[config.mk]
export PLATFORM = sky130hd
export DESIGN_NAME = sexpr_char_tokenizer_core_flat
export DESIGN_NICKNAME = d
export VERILOG_FILES = /design/src/sct_pkg.sv /design/src/sct_if.sv /design/src/sct_queue.sv /design/src/sct_front.sv /design/src/sct_back.sv /design/src/sexpr_char_tokenizer_core.sv /design/src/flat_wrapper.sv
export SDC_FILE = /design/constraint.sdc
export NUM_CORES = 1
export LEC_CHECK = 0
export BUFFER_PORTS_ARGS = -buffer_cell sky130_fd_sc_hd__buf_4
export CAP_MARGIN = 10
export CORE_MARGIN = 2
export CORE_UTILIZATION = 67
export CTS_CLUSTER_SIZE = 40
export DETAILED_ROUTE_END_ITERATION = 6
export HOLD_SLACK_MARGIN = 0.06
export PLACE_DENSITY = 0.85
export SLEW_MARGIN = 0
export SYNTH_ARGS = -nofsm -noshare
export SYNTH_HDL_FRONTEND = slang
export SYNTH_SLANG_ARGS = --single-unit
[constraint.sdc]
create_clock -name clk -period 13.49 [get_ports clk]
set_input_delay 2.0235 -clock clk [delete_from_list [all_inputs] [get_ports clk]]
set_output_delay 2.0235 -clock clk [all_outputs]
set_load 0.005 [all_outputs]
[src/sct_pkg.sv]
// shared types and codes for the s-expression tokenizer
// no dependencies
package sct_pkg;

    localparam logic [1:0] KIND_CHAR   = 2'd0;
    localparam logic [1:0] KIND_CLOSE  = 2'd1;
    localparam logic [1:0] KIND_ERROR  = 2'd2;
    localparam logic [1:0] KIND_ACCEPT = 2'd3;

    localparam logic [2:0] TT_OPEN  = 3'd0;
    localparam logic [2:0] TT_CLOSE = 3'd1;
    localparam logic [2:0] TT_TICK  = 3'd2;
    localparam logic [2:0] TT_SYMB  = 3'd3;
    localparam logic [2:0] TT_ATOM  = 3'd4;
    localparam logic [2:0] TT_PUNC  = 3'd5;
    localparam logic [2:0] TT_EOF   = 3'd6;

    localparam logic [1:0] ERR_UNEXPECTED   = 2'd0;
    localparam logic [1:0] ERR_TOO_LONG     = 2'd1;
    localparam logic [1:0] ERR_UNTERMINATED = 2'd2;

    typedef struct packed {
        logic [1:0] kind;
        logic [2:0] ttype;
        logic [7:0] ch;
        logic [1:0] err;
    } result_t;

    // all results caused by one source byte
    typedef struct packed {
        logic [1:0]        count;
        logic [15:0]       line;
        result_t [2:0]     slot;
    } bundle_t;

endpackage

[src/sct_if.sv]
// valid/ready channel interfaces for the tokenizer input and result streams
// no dependencies
interface sct_in_if;
    logic       valid;
    logic       ready;
    logic [7:0] in_char;

    modport source (output valid, output in_char, input ready);
    modport sink (input valid, input in_char, output ready);
endinterface

interface sct_out_if;
    logic        valid;
    logic        ready;
    logic [1:0]  out_kind;
    logic [2:0]  token_type;
    logic [7:0]  out_char;
    logic [15:0] line_number;
    logic [1:0]  error_code;
    logic        last_result;

    modport source (output valid, output out_kind, output token_type, output out_char,
                    output line_number, output error_code, output last_result,
                    input ready);
    modport sink (input valid, input out_kind, input token_type, input out_char,
                  input line_number, input error_code, input last_result,
                  output ready);
endinterface

[src/sct_queue.sv]
// small fifo of per-byte result bundles between front and back
// depends on sct_pkg
module sct_queue #(
    parameter int DEPTH = 4
) (
    input  logic             clk,
    input  logic             rst_n,
    input  logic             push,
    input  sct_pkg::bundle_t push_data,
    output logic             not_full,
    input  logic             pop,
    output logic             not_empty,
    output sct_pkg::bundle_t head
);

    localparam int PTR_W = (DEPTH > 1) ? $clog2(DEPTH) : 1;
    localparam int CNT_W = $clog2(DEPTH + 1);

    sct_pkg::bundle_t mem [DEPTH];

    logic [PTR_W-1:0] wr_ptr_reg, wr_ptr_next;
    logic [PTR_W-1:0] rd_ptr_reg, rd_ptr_next;
    logic [CNT_W-1:0] cnt_reg, cnt_next;

    function automatic logic [PTR_W-1:0] ptr_inc(input logic [PTR_W-1:0] p);
        ptr_inc = (p == PTR_W'(DEPTH - 1)) ? '0 : p + PTR_W'(1);
    endfunction

    assign not_full  = (cnt_reg != CNT_W'(DEPTH));
    assign not_empty = (cnt_reg != '0);
    assign head      = mem[rd_ptr_reg];

    always_comb
    begin
        wr_ptr_next = push ? ptr_inc(wr_ptr_reg) : wr_ptr_reg;
        rd_ptr_next = pop ? ptr_inc(rd_ptr_reg) : rd_ptr_reg;
        cnt_next    = cnt_reg;
        if (push && !pop)
        begin
            cnt_next = cnt_reg + CNT_W'(1);
        end
        else if (pop && !push)
        begin
            cnt_next = cnt_reg - CNT_W'(1);
        end
    end

    always_ff @(posedge clk)
    begin
        if (push)
        begin
            mem[wr_ptr_reg] <= push_data;
        end
    end

    always_ff @(posedge clk or negedge rst_n)
    begin
        if (!rst_n)
        begin
            wr_ptr_reg <= '0;
            rd_ptr_reg <= '0;
            cnt_reg    <= '0;
        end
        else
        begin
            wr_ptr_reg <= wr_ptr_next;
            rd_ptr_reg <= rd_ptr_next;
            cnt_reg    <= cnt_next;
        end
    end

endmodule

[src/sct_front.sv]
// front end: takes one source byte per beat, runs the lexer state machine and
// packs the results of that byte into a bundle; depends on sct_pkg, sct_if
module sct_front (
    input  logic             clk,
    input  logic             rst_n,
    sct_in_if.sink           tok_in,
    input  logic             cfg_we,
    input  logic [7:0]       cfg_wdata,
    input  logic             q_ready,
    output logic             q_push,
    output sct_pkg::bundle_t q_data
);

    localparam logic [3:0] M_START   = 4'd0;
    localparam logic [3:0] M_LIST    = 4'd1;
    localparam logic [3:0] M_LOWER   = 4'd2;
    localparam logic [3:0] M_HYPHEN  = 4'd3;
    localparam logic [3:0] M_UPPER   = 4'd4;
    localparam logic [3:0] M_SPACE   = 4'd5;
    localparam logic [3:0] M_DOT     = 4'd6;
    localparam logic [3:0] M_INT     = 4'd7;
    localparam logic [3:0] M_MINUS   = 4'd8;
    localparam logic [3:0] M_FRAC0   = 4'd9;
    localparam logic [3:0] M_FRAC    = 4'd10;
    localparam logic [3:0] M_STR     = 4'd11;
    localparam logic [3:0] M_STR_END = 4'd12;

    localparam logic [7:0] CH_NUL    = 8'h00;
    localparam logic [7:0] CH_TAB    = 8'h09;
    localparam logic [7:0] CH_NL     = 8'h0a;
    localparam logic [7:0] CH_SPACE  = 8'h20;
    localparam logic [7:0] CH_QUOTE  = 8'h22;
    localparam logic [7:0] CH_TICK   = 8'h27;
    localparam logic [7:0] CH_LPAREN = 8'h28;
    localparam logic [7:0] CH_RPAREN = 8'h29;
    localparam logic [7:0] CH_MINUS  = 8'h2d;
    localparam logic [7:0] CH_DOT    = 8'h2e;

    localparam logic [7:0]  MAX_LEN_RESET = 8'd254;
    localparam logic [15:0] LINE_RESET    = 16'd1;

    logic [3:0]  mode_reg, mode_next;
    logic [15:0] line_reg, line_next;
    logic [7:0]  len_reg, len_next;
    logic [7:0]  max_len_reg;

    logic [7:0]  c;
    logic        is_low, is_up, is_dig, is_blank;
    logic        pre, add, post, nl, bad, acc, try_start, try_end;
    logic [2:0]  pre_t, post_t, word_t;
    logic [1:0]  bad_code;
    logic [3:0]  nx;
    logic [7:0]  len0;
    logic        add_fail, fail;
    logic [1:0]  fail_code;
    logic [15:0] line_new;
    logic [1:0]  n;
    sct_pkg::result_t [2:0] res;
    logic        accept;

    assign c        = tok_in.in_char;
    assign is_low   = (c >= 8'h61) && (c <= 8'h7a);
    assign is_up    = (c >= 8'h41) && (c <= 8'h5a);
    assign is_dig   = (c >= 8'h30) && (c <= 8'h39);
    assign is_blank = (c == CH_SPACE) || (c == CH_TAB);

    assign tok_in.ready = q_ready;
    assign accept       = tok_in.valid && q_ready;

    // action plan for one byte: [close pre_t] [append c] [close post_t]
    always_comb
    begin
        pre       = 1'b0;
        add       = 1'b0;
        post      = 1'b0;
        nl        = 1'b0;
        bad       = 1'b0;
        acc       = 1'b0;
        try_start = 1'b0;
        try_end   = 1'b0;
        pre_t     = sct_pkg::TT_SYMB;
        post_t    = sct_pkg::TT_CLOSE;
        word_t    = sct_pkg::TT_SYMB;
        bad_code  = sct_pkg::ERR_UNEXPECTED;
        nx        = mode_reg;

        case (mode_reg)
            M_START:
            begin
                if (c == CH_LPAREN)
                begin
                    add = 1'b1; post = 1'b1; post_t = sct_pkg::TT_OPEN; nx = M_LIST;
                end
                else if (c == CH_RPAREN)
                begin
                    add = 1'b1; post = 1'b1; post_t = sct_pkg::TT_CLOSE; nx = M_START;
                end
                else if (c == CH_NL)
                begin
                    nl = 1'b1;
                end
                else if (c == CH_SPACE)
                begin
                    nx = M_START;
                end
                else if (c == CH_TICK)
                begin
                    add = 1'b1; post = 1'b1; post_t = sct_pkg::TT_TICK; nx = M_START;
                end
                else if (c == CH_NUL)
                begin
                    acc = 1'b1;
                end
                else
                begin
                    try_start = 1'b1;
                end
            end
            M_LIST:
            begin
                if (c == CH_LPAREN)
                begin
                    add = 1'b1; post = 1'b1; post_t = sct_pkg::TT_OPEN; nx = M_START;
                end
                else if (c == CH_TICK)
                begin
                    add = 1'b1; post = 1'b1; post_t = sct_pkg::TT_TICK; nx = M_START;
                end
                else if (c == CH_RPAREN)
                begin
                    add = 1'b1; post = 1'b1; post_t = sct_pkg::TT_CLOSE; nx = M_START;
                end
                else if (is_low)
                begin
                    add = 1'b1; nx = M_LOWER;
                end
                else if (is_up)
                begin
                    add = 1'b1; nx = M_UPPER;
                end
                else if (is_blank)
                begin
                    pre = 1'b1; pre_t = sct_pkg::TT_SYMB; nx = M_LIST;
                end
                else if (c == CH_NL)
                begin
                    nl = 1'b1; pre = 1'b1; pre_t = sct_pkg::TT_SYMB; nx = M_LIST;
                end
                else
                begin
                    try_start = 1'b1;
                end
            end
            M_LOWER:
            begin
                if (is_low)
                begin
                    add = 1'b1; nx = M_LOWER;
                end
                else if (c == CH_MINUS)
                begin
                    add = 1'b1; nx = M_HYPHEN;
                end
                else
                begin
                    try_end = 1'b1; word_t = sct_pkg::TT_SYMB;
                end
            end
            M_HYPHEN:
            begin
                if (is_low)
                begin
                    add = 1'b1; nx = M_LOWER;
                end
                else if (c == CH_MINUS)
                begin
                    add = 1'b1; nx = M_HYPHEN;
                end
                else
                begin
                    bad = 1'b1;
                end
            end
            M_UPPER:
            begin
                if (is_up)
                begin
                    add = 1'b1; nx = M_UPPER;
                end
                else
                begin
                    try_end = 1'b1; word_t = sct_pkg::TT_ATOM;
                end
            end
            M_SPACE:
            begin
                if (c == CH_LPAREN)
                begin
                    add = 1'b1; post = 1'b1; post_t = sct_pkg::TT_OPEN; nx = M_LIST;
                end
                else if (c == CH_TICK)
                begin
                    add = 1'b1; post = 1'b1; post_t = sct_pkg::TT_TICK; nx = M_LIST;
                end
                else if (c == CH_RPAREN)
                begin
                    add = 1'b1; post = 1'b1; post_t = sct_pkg::TT_CLOSE; nx = M_LIST;
                end
                else if (c == CH_DOT)
                begin
                    add = 1'b1; nx = M_DOT;
                end
                else if (is_low)
                begin
                    add = 1'b1; nx = M_LOWER;
                end
                else if (is_up)
                begin
                    add = 1'b1; nx = M_UPPER;
                end
                else if (is_blank)
                begin
                    nx = M_SPACE;
                end
                else if (c == CH_NL)
                begin
                    nl = 1'b1; nx = M_SPACE;
                end
                else
                begin
                    try_start = 1'b1;
                end
            end
            M_DOT:
            begin
                if (is_blank)
                begin
                    pre = 1'b1; pre_t = sct_pkg::TT_PUNC; nx = M_LIST;
                end
                else if (c == CH_NL)
                begin
                    nl = 1'b1; pre = 1'b1; pre_t = sct_pkg::TT_PUNC; nx = M_LIST;
                end
                else
                begin
                    bad = 1'b1;
                end
            end
            M_INT:
            begin
                if (is_dig)
                begin
                    add = 1'b1; nx = M_INT;
                end
                else if (c == CH_DOT)
                begin
                    add = 1'b1; nx = M_FRAC0;
                end
                else
                begin
                    try_end = 1'b1; word_t = sct_pkg::TT_ATOM;
                end
            end
            M_MINUS:
            begin
                if (is_dig)
                begin
                    add = 1'b1; nx = M_INT;
                end
                else
                begin
                    bad = 1'b1;
                end
            end
            M_FRAC0:
            begin
                if (is_dig)
                begin
                    add = 1'b1; nx = M_FRAC;
                end
                else
                begin
                    bad = 1'b1;
                end
            end
            M_FRAC:
            begin
                if (is_dig)
                begin
                    add = 1'b1; nx = M_FRAC;
                end
                else
                begin
                    try_end = 1'b1; word_t = sct_pkg::TT_ATOM;
                end
            end
            M_STR:
            begin
                if (c == CH_NUL)
                begin
                    bad = 1'b1; bad_code = sct_pkg::ERR_UNTERMINATED;
                end
                else if (c == CH_QUOTE)
                begin
                    pre = 1'b1; pre_t = sct_pkg::TT_ATOM; nx = M_STR_END;
                end
                else
                begin
                    add = 1'b1; nx = M_STR;
                end
            end
            M_STR_END:
            begin
                if ((c == CH_NL) || is_blank)
                begin
                    nx = M_SPACE;
                end
                else if (c == CH_RPAREN)
                begin
                    add = 1'b1; post = 1'b1; post_t = sct_pkg::TT_CLOSE; nx = M_START;
                end
                else
                begin
                    bad = 1'b1;
                end
            end
            default:
            begin
                bad = 1'b1;
            end
        endcase

        // start of a number or a string
        if (try_start)
        begin
            if (is_dig)
            begin
                add = 1'b1; nx = M_INT;
            end
            else if (c == CH_MINUS)
            begin
                add = 1'b1; nx = M_MINUS;
            end
            else if (c == CH_QUOTE)
            begin
                nx = M_STR;
            end
            else
            begin
                bad = 1'b1;
            end
        end

        // end of a symbol or atom word
        if (try_end)
        begin
            if (c == CH_RPAREN)
            begin
                pre = 1'b1; pre_t = word_t;
                add = 1'b1; post = 1'b1; post_t = sct_pkg::TT_CLOSE; nx = M_START;
            end
            else if (is_blank)
            begin
                pre = 1'b1; pre_t = word_t; nx = M_SPACE;
            end
            else if (c == CH_NL)
            begin
                nl = 1'b1; pre = 1'b1; pre_t = word_t; nx = M_SPACE;
            end
            else
            begin
                bad = 1'b1;
            end
        end
    end

    // evaluate the plan and pack the results in order
    always_comb
    begin
        len0      = pre ? 8'd0 : len_reg;
        add_fail  = add && (len0 >= max_len_reg);
        fail      = add_fail || bad;
        fail_code = add_fail ? sct_pkg::ERR_TOO_LONG : bad_code;
        line_new  = line_reg + {15'd0, nl};

        res = '0;
        n   = 2'd0;
        if (pre)
        begin
            res[n] = '{kind: sct_pkg::KIND_CLOSE, ttype: pre_t, ch: 8'd0, err: 2'd0};
            n = n + 2'd1;
        end
        if (add && !add_fail)
        begin
            res[n] = '{kind: sct_pkg::KIND_CHAR, ttype: 3'd0, ch: c, err: 2'd0};
            n = n + 2'd1;
        end
        if (post && !add_fail)
        begin
            res[n] = '{kind: sct_pkg::KIND_CLOSE, ttype: post_t, ch: 8'd0, err: 2'd0};
            n = n + 2'd1;
        end
        if (fail)
        begin
            res[n] = '{kind: sct_pkg::KIND_ERROR, ttype: 3'd0, ch: c, err: fail_code};
            n = n + 2'd1;
        end
        else if (acc)
        begin
            res[n] = '{kind: sct_pkg::KIND_ACCEPT, ttype: sct_pkg::TT_EOF, ch: 8'd0,
                       err: 2'd0};
            n = n + 2'd1;
        end

        if (fail || acc)
        begin
            mode_next = M_START;
            line_next = LINE_RESET;
            len_next  = 8'd0;
        end
        else
        begin
            mode_next = nx;
            line_next = line_new;
            if (post)
            begin
                len_next = 8'd0;
            end
            else if (add)
            begin
                len_next = len0 + 8'd1;
            end
            else
            begin
                len_next = len0;
            end
        end
    end

    assign q_push       = accept && (n != 2'd0);
    assign q_data.count = n;
    assign q_data.line  = line_new;
    assign q_data.slot  = res;

    always_ff @(posedge clk or negedge rst_n)
    begin
        if (!rst_n)
        begin
            mode_reg    <= M_START;
            line_reg    <= LINE_RESET;
            len_reg     <= 8'd0;
            max_len_reg <= MAX_LEN_RESET;
        end
        else
        begin
            if (accept)
            begin
                mode_reg <= mode_next;
                line_reg <= line_next;
                len_reg  <= len_next;
            end
            if (cfg_we)
            begin
                max_len_reg <= cfg_wdata;
            end
        end
    end

endmodule

[src/sct_back.sv]
// back end: walks the results of the head bundle and drives the result
// channel from an output register; depends on sct_pkg, sct_if
module sct_back (
    input  logic             clk,
    input  logic             rst_n,
    input  logic             q_valid,
    input  sct_pkg::bundle_t q_head,
    output logic             q_pop,
    sct_out_if.source        tok_out
);

    logic [1:0]  sub_reg, sub_next;
    logic        out_valid_reg;
    logic [1:0]  kind_reg;
    logic [2:0]  ttype_reg;
    logic [7:0]  char_reg;
    logic [15:0] line_reg;
    logic [1:0]  err_reg;
    logic        last_reg;

    logic             load, take, last;
    sct_pkg::result_t sel;

    assign load  = !out_valid_reg || tok_out.ready;
    assign take  = load && q_valid;
    assign sel   = q_head.slot[sub_reg];
    assign last  = (sub_reg == (q_head.count - 2'd1));
    assign q_pop = take && last;

    always_comb
    begin
        sub_next = sub_reg;
        if (take)
        begin
            sub_next = last ? 2'd0 : sub_reg + 2'd1;
        end
    end

    always_ff @(posedge clk or negedge rst_n)
    begin
        if (!rst_n)
        begin
            sub_reg       <= 2'd0;
            out_valid_reg <= 1'b0;
        end
        else
        begin
            sub_reg <= sub_next;
            if (load)
            begin
                out_valid_reg <= q_valid;
            end
        end
    end

    always_ff @(posedge clk)
    begin
        if (take)
        begin
            kind_reg  <= sel.kind;
            ttype_reg <= sel.ttype;
            char_reg  <= sel.ch;
            line_reg  <= q_head.line;
            err_reg   <= sel.err;
            last_reg  <= last;
        end
    end

    assign tok_out.valid       = out_valid_reg;
    assign tok_out.out_kind    = kind_reg;
    assign tok_out.token_type  = ttype_reg;
    assign tok_out.out_char    = char_reg;
    assign tok_out.line_number = line_reg;
    assign tok_out.error_code  = err_reg;
    assign tok_out.last_result = last_reg;

endmodule

[src/sexpr_char_tokenizer_core.sv]
// byte-serial s-expression tokenizer: input byte channel, result beat channel
//
// tok_in carries one source byte per beat; a zero byte ends the text.
// tok_out carries one result per beat: token character, token close, syntax
// error or accepted end, with the line number and a last_result flag on the
// final result of each byte. A byte gives zero to three results.
// cfg_we/cfg_wdata write the token length limit (254 after reset); write it
// only while the block is idle.
// Results pass through the queue and the output register. Throughput: one
// byte per cycle while bytes give at most one result and the receiver is
// ready; the output register moves one result per cycle while not stalled,
// so a byte with three results holds the result side longer. Up to QUEUE_DEPTH
// bundles of results wait between the lexer and the output, and tok_in.ready
// drops only when that queue is full, e.g. when the receiver stalls.
// Reset: line 1, start mode, empty queue, no result pending.
// After an accepted end or an error the lexer restarts at line 1.
module sexpr_char_tokenizer_core #(
    parameter int QUEUE_DEPTH = 4
) (
    input  logic       clk,
    input  logic       rst_n,
    sct_in_if.sink     tok_in,
    sct_out_if.source  tok_out,
    input  logic       cfg_we,
    input  logic [7:0] cfg_wdata
);

    logic             q_push, q_not_full, q_pop, q_not_empty;
    sct_pkg::bundle_t q_wdata, q_head;

    sct_front u_front (
        .clk       (clk),
        .rst_n     (rst_n),
        .tok_in    (tok_in),
        .cfg_we    (cfg_we),
        .cfg_wdata (cfg_wdata),
        .q_ready   (q_not_full),
        .q_push    (q_push),
        .q_data    (q_wdata)
    );

    sct_queue #(
        .DEPTH (QUEUE_DEPTH)
    ) u_queue (
        .clk       (clk),
        .rst_n     (rst_n),
        .push      (q_push),
        .push_data (q_wdata),
        .not_full  (q_not_full),
        .pop       (q_pop),
        .not_empty (q_not_empty),
        .head      (q_head)
    );

    sct_back u_back (
        .clk     (clk),
        .rst_n   (rst_n),
        .q_valid (q_not_empty),
        .q_head  (q_head),
        .q_pop   (q_pop),
        .tok_out (tok_out)
    );

endmodule

[src/flat_wrapper.sv]
// flat-port wrapper written by rule: the top's interface ports become plain ports
module sexpr_char_tokenizer_core_flat 
#(
    parameter int QUEUE_DEPTH = 4
)
  (clk, rst_n, cfg_we, cfg_wdata, tok_in_valid, tok_in_in_char, tok_in_ready, tok_out_valid, tok_out_out_kind, tok_out_token_type, tok_out_out_char, tok_out_line_number, tok_out_error_code, tok_out_last_result, tok_out_ready);
  sct_in_if tok_in_i ();
  sct_out_if tok_out_i ();
  input  logic clk;
  input  logic rst_n;
  input  logic cfg_we;
  input  logic [7:0] cfg_wdata;
  input wire logic [$bits(tok_in_i.valid)-1:0] tok_in_valid;
  input wire logic [$bits(tok_in_i.in_char)-1:0] tok_in_in_char;
  output wire logic [$bits(tok_in_i.ready)-1:0] tok_in_ready;
  output wire logic [$bits(tok_out_i.valid)-1:0] tok_out_valid;
  output wire logic [$bits(tok_out_i.out_kind)-1:0] tok_out_out_kind;
  output wire logic [$bits(tok_out_i.token_type)-1:0] tok_out_token_type;
  output wire logic [$bits(tok_out_i.out_char)-1:0] tok_out_out_char;
  output wire logic [$bits(tok_out_i.line_number)-1:0] tok_out_line_number;
  output wire logic [$bits(tok_out_i.error_code)-1:0] tok_out_error_code;
  output wire logic [$bits(tok_out_i.last_result)-1:0] tok_out_last_result;
  input wire logic [$bits(tok_out_i.ready)-1:0] tok_out_ready;
  assign tok_in_i.valid = tok_in_valid;
  assign tok_in_i.in_char = tok_in_in_char;
  assign tok_in_ready = tok_in_i.ready;
  assign tok_out_valid = tok_out_i.valid;
  assign tok_out_out_kind = tok_out_i.out_kind;
  assign tok_out_token_type = tok_out_i.token_type;
  assign tok_out_out_char = tok_out_i.out_char;
  assign tok_out_line_number = tok_out_i.line_number;
  assign tok_out_error_code = tok_out_i.error_code;
  assign tok_out_last_result = tok_out_i.last_result;
  assign tok_out_i.ready = tok_out_ready;
  sexpr_char_tokenizer_core #(.QUEUE_DEPTH(QUEUE_DEPTH)) u_core (.clk(clk), .rst_n(rst_n), .tok_in(tok_in_i), .tok_out(tok_out_i), .cfg_we(cfg_we), .cfg_wdata(cfg_wdata));
endmodule
==> out/summary.md <==
After clock tree synthesis, the flow added hold-fix buffers numbering 0. Wires add up to 33.9 mm. The max-slew violation count was 0.

Main flop type after synthesis: sky130_fd_sc_hd__edfxtp_1. For this run the aggregate overflow at the end of global routing stands at 0. For this run, the top clock speed supported by timing is 0.112 GHz. The congestion estimate from routability-driven global placement came to 0.975. The reported max-cap violation count was 0; the layout overhead on the synthesized area was 11.3%. The power per standard cell area was 190 nW/um^2. The proportion of total power due to net switching works out to 0.285.

Detailed routing inserted a total of 9133 vias. The core region is 21800 um^2. TritonCTS built the clock tree. The initial cell density of the core came out at 0.680. Data on the critical path is required at its endpoint by 13.66 ns. Setup violations remaining at the end of the flow were counted as 0.

The maximum cell stage delay along the critical path came out at 0.71 ns. Synthesis inferred 330 register bits. The critical path contains buffers and inverters numbering 7 combined. In the routed design, unresolved DRC markers number 0. The setup path with the least slack is of type in2reg.

The logs give 1 for the H-tree depth reported by CTS and 0 for the number of antenna violations at the first check in global routing. The share of the cycle needed by the critical path after routing was 0.659. Antenna cell count: 0. The final count of hold timing violations is 0, and the highest fanout seen on the critical path is 63.

The clock passes through at most 3 buffers. Counting tap cells, the placed design contains a total of 1293 instances. The die is 153 um tall.

The run finished with clean final reports. The run gives 9157 as the number of global-route vias before repair. The share of synthesized flip-flops with an asynchronous set or reset came out at 0.139. The cell with the most instances on the worst path is sky130_fd_sc_hd__inv_1.

The run gives 0.293 as the overall routing resource usage. The tools report the data arrival at the endpoint of the critical path as 9.07 ns. After floorplanning, the core was divided into 54 placement rows. Buffers placed on the I/O ports in this run total 54. Once the clock tree was built, the resizer swapped 0 gates to a different size. The later pin in the worst-skew pair is clocked with a latency of 0.56 ns. The portion of total power attributed to sequential cells was 0.472; the placed wire-length estimate was 19.6 mm.

The first global-routing pass estimated 52.8 mm of wire. The Yosys step of the flow raised 0 warnings. The portion of total power attributed to the clock network was 0.277. The logs give 0.655 for the post-synthesis sequential area ratio and 330 for the TritonCTS sink count. Counting distinct cell types in the post-synthesis netlist gives 71. For the pin with the worst max-slew slack, the measured transition is 0.943 ns. For the worst slew margin relative to its limit, the log shows 0.371. The startpoint class of the critical path is an input port.

Entering global routing, the biggest net connects 64 pins. In this run the clock root is driven by a sky130_fd_sc_hd__clkbuf_16. For this design the top-level I/O count stands at 55. The final critical delay including setup and external delays came out at 8.90 ns. The count of flip-flops with a built-in enable after synthesis was 284; the worst ir drop on vdd was 0.104 mV.

The post-synthesis net count was 1045. Post-CTS timing repair inserted 0 buffers for setup. The first routing iteration left 983 violations. Summed over all cells, the static leakage comes to 6.00 nW. The setup total negative slack came out at 0 ns. Each instance of the synthesized netlist takes up on average 14.9 um^2.

Power spent charging and discharging nets: 0.891 mW. Final-stage net count: 1095. Critical path endpoint category: a flop.

Setup repair after global routing left no endpoint under its margin. The worst hold-check path type is reg2reg. For the number of standard cells in the final layout excluding fillers, the log shows 1350.

Critical path's top delay family: compound AO/OA/AOI/OAI gates. The share of post-route cells with drive strength above 1 is 0.195. In the final routed layout, each cell accounts on average for 25.1 um. The post-detailed-route count of antenna-violating nets was 0; the die span in x was 153 um. Clock-pin slew was measured on the worst setup and hold paths at 0.07 ns.

The run gives 0.0117 ns as the post-route clock skew. The register with the most flip-flops in the layout has 252 of them. Full die area: 23300 um^2. Cell internal power was estimated by the tool at 2.24 mW. The worst register-to-register path has a setup slack of 5.70 ns. The logs give 0.251 for the relative contribution of combinational cells to total power and 14800 um^2 for the netlist area before placement.

In this run, CTS created clock tree buffers numbering 31. Dividing the detail-routed via count by the number of cells gives 6.77. The number of search-and-repair iterations in the first detailed-routing pass came out at 7.

Among all stages on the critical path, the largest delay is contributed by sky130_fd_sc_hd__buf_4. The tools report the post-synthesis instance total as 996.
-- routing by layer --
| layer | GRT usage | wire, um | up-vias |
|---|---|---|---|
| met5 | 0 | 0 | - |
| met2 | 0.482 | 16800 | 571 |
| met4 | 0.0811 | 763 | 0 |
| met1 | 0.416 | 13200 | 4551 |
| met3 | 0.0498 | 3060 | 82 |
| li1 | - | - | 3929 |
-- path summary, 6_finish.rpt --
path | to | from | depth (start not counted)
min in group asynchronous | u_core.u_front.line_reg[14] | rst_n | 1
max | u_core.u_queue.mem[0][24] | tok_in_in_char[2] | 25
min reg2reg | u_core.u_front.line_reg[0] | u_core.u_front.line_reg[0] | 2
max reg2reg | u_core.u_queue.mem[0][24] | u_core.u_front.mode_reg[2] | 24
max in group asynchronous | u_core.u_queue.rd_ptr_reg[0] | rst_n | 1
min | u_core.u_front.line_reg[0] | u_core.u_front.line_reg[0] | 2
-- power by group through the flow --
stage | combinational, mW | clock, mW | sequential, mW
2_1_floorplan | 0.532 | 0 | 1.44
3_3_place_gp | 0.742 | 0 | 1.47
3_5_place_dp | 0.766 | 0 | 1.49
4_1_cts | 0.789 | 0.873 | 1.48
5_1_grt | 0.837 | 0.912 | 1.49
6_report | 0.785 | 0.866 | 1.48
-- through the flow --
stage               area, um^2  hold slack (ns)  worst slack, ns  power, mW   util
detailed placement       15500            0.467             4.29       2.25  0.711
floorplan                14800            0.437             4.12       1.98      -
global route             16500            0.496             3.98       3.24  0.757
CTS                      16500            0.474             4.71       3.14  0.757
finish                   16500            0.474             4.59       3.13  0.757
global placement         15500            0.445             4.43       2.21  0.711
-- logic make-up after synthesis --
family	share of synthesized area
flops	0.655
mux	0.114
fa+ha+maj	0.0247
xor+xnor	0.0136
compound gates	0.0737
buf+inv	0.0247
simple gates	0.0947
-- cells in the mapped netlist (4+ instances only) --
| master | count | area share |
|---|---|---|
| sky130_fd_sc_hd__o22ai_1 | 20 | 0.0085 |
| sky130_fd_sc_hd__buf_2 | 4 | 0.0014 |
| sky130_fd_sc_hd__dfstp_2 | 8 | 0.014 |
| sky130_fd_sc_hd__or4_1 | 5 | 0.0025 |
| sky130_fd_sc_hd__nand2b_1 | 13 | 0.0055 |
| sky130_fd_sc_hd__nand3_1 | 26 | 0.0088 |
| sky130_fd_sc_hd__clkbuf_1 | 34 | 0.0086 |
| sky130_fd_sc_hd__a22oi_1 | 5 | 0.0025 |
| sky130_fd_sc_hd__a211o_1 | 4 | 0.0024 |
| sky130_fd_sc_hd__a31oi_1 | 9 | 0.0038 |
| sky130_fd_sc_hd__a21o_1 | 6 | 0.0030 |
| sky130_fd_sc_hd__o211ai_1 | 4 | 0.0020 |
| sky130_fd_sc_hd__a31o_2 | 4 | 0.0024 |
| sky130_fd_sc_hd__dfrtp_1 | 38 | 0.064 |
| sky130_fd_sc_hd__o21ai_0 | 48 | 0.016 |
| sky130_fd_sc_hd__o31ai_1 | 5 | 0.0025 |
| sky130_fd_sc_hd__mux2i_1 | 20 | 0.014 |
| sky130_fd_sc_hd__mux2_2 | 6 | 0.0046 |
| sky130_fd_sc_hd__and2_1 | 18 | 0.0076 |
| sky130_fd_sc_hd__buf_1 | 9 | 0.0023 |
| sky130_fd_sc_hd__xnor2_1 | 16 | 0.0095 |
| sky130_fd_sc_hd__or3_1 | 8 | 0.0034 |
| sky130_fd_sc_hd__nand2_1 | 83 | 0.021 |
| sky130_fd_sc_hd__and3_1 | 16 | 0.0068 |
| sky130_fd_sc_hd__nor3_1 | 9 | 0.0030 |
| sky130_fd_sc_hd__ha_1 | 26 | 0.022 |
| sky130_fd_sc_hd__inv_1 | 45 | 0.011 |
| sky130_fd_sc_hd__o21a_1 | 4 | 0.0020 |
| sky130_fd_sc_hd__a21oi_1 | 22 | 0.0074 |
| sky130_fd_sc_hd__a211oi_1 | 5 | 0.0025 |
| sky130_fd_sc_hd__xor2_1 | 7 | 0.0041 |
| sky130_fd_sc_hd__nor2_1 | 49 | 0.012 |
| sky130_fd_sc_hd__nor2b_1 | 17 | 0.0072 |
| sky130_fd_sc_hd__edfxtp_1 | 284 | 0.58 |
| sky130_fd_sc_hd__mux4_2 | 63 | 0.096 |
-- placed cells by master (no fill, tap or decap), types with 4 or more instances in the layout --
cell,Yosys,routed
sky130_fd_sc_hd__mux2_2,6,6
sky130_fd_sc_hd__xnor2_1,16,16
sky130_fd_sc_hd__ha_1,26,26
sky130_fd_sc_hd__clkbuf_1,34,9
sky130_fd_sc_hd__or3_1,8,8
sky130_fd_sc_hd__and2_1,18,14
sky130_fd_sc_hd__o21a_1,4,4
sky130_fd_sc_hd__clkbuf_16,0,31
sky130_fd_sc_hd__nor2_1,49,49
sky130_fd_sc_hd__buf_4,0,65
sky130_fd_sc_hd__dfstp_2,8,8
sky130_fd_sc_hd__inv_1,45,45
sky130_fd_sc_hd__a31o_2,4,4
sky130_fd_sc_hd__a21o_1,6,6
sky130_fd_sc_hd__a22oi_1,5,5
sky130_fd_sc_hd__a211oi_1,5,5
sky130_fd_sc_hd__nor3_1,9,9
sky130_fd_sc_hd__o211ai_1,4,4
sky130_fd_sc_hd__a21oi_1,22,21
sky130_fd_sc_hd__a211o_1,4,4
sky130_fd_sc_hd__o22ai_1,20,20
sky130_fd_sc_hd__mux4_2,63,63
sky130_fd_sc_hd__clkinv_1,1,7
sky130_fd_sc_hd__nor2b_1,17,17
sky130_fd_sc_hd__o31ai_1,5,5
sky130_fd_sc_hd__xor2_1,7,7
sky130_fd_sc_hd__a31oi_1,9,9
sky130_fd_sc_hd__nand2_1,83,83
sky130_fd_sc_hd__dfrtp_1,38,36
sky130_fd_sc_hd__nand2b_1,13,13
sky130_fd_sc_hd__and3_1,16,16
sky130_fd_sc_hd__or4_1,5,5
sky130_fd_sc_hd__bufinv_16,0,4
sky130_fd_sc_hd__edfxtp_1,284,284
sky130_fd_sc_hd__and2_2,0,4
sky130_fd_sc_hd__mux2i_1,20,20
sky130_fd_sc_hd__nand3_1,26,26
sky130_fd_sc_hd__o21ai_0,48,48
-- layout make-up --
cell class / count / area [um^2]
fillers: 1229 / 5280
inverters: 46 / 173
clock buffers: 41 / 823
well taps: 280 / 350
flip-flops and latches: 330 / 9690
clock inverters: 16 / 185
repair buffers: 65 / 488
multi-input cells: 572 / 4760
-- worst register-to-register path: stages (launching register included) --
cell and delay, ns:
sky130_fd_sc_hd__dfrtp_1 0.75, sky130_fd_sc_hd__clkinv_1 0.48, sky130_fd_sc_hd__nor2_1 0.44, sky130_fd_sc_hd__a32oi_1 0.27
sky130_fd_sc_hd__nand4b_4 0.20, sky130_fd_sc_hd__a211oi_1 0.07, sky130_fd_sc_hd__o21a_1 0.48, sky130_fd_sc_hd__inv_1 0.41
sky130_fd_sc_hd__nor2_1 0.09, sky130_fd_sc_hd__ha_1 0.20, sky130_fd_sc_hd__a2111oi_0 0.40, sky130_fd_sc_hd__nor2b_1 0.19
sky130_fd_sc_hd__o21ai_0 0.09, sky130_fd_sc_hd__o211ai_1 0.14, sky130_fd_sc_hd__inv_1 0.12, sky130_fd_sc_hd__nor2_1 0.38
sky130_fd_sc_hd__inv_1 0.19, sky130_fd_sc_hd__fa_1 0.69, sky130_fd_sc_hd__inv_1 0.09, sky130_fd_sc_hd__ha_1 0.32
sky130_fd_sc_hd__inv_1 0.08, sky130_fd_sc_hd__a211o_1 0.12, sky130_fd_sc_hd__o211a_1 0.28, sky130_fd_sc_hd__and2_2 0.19
sky130_fd_sc_hd__buf_4 0.71
(Power assumes the default switching activity.)
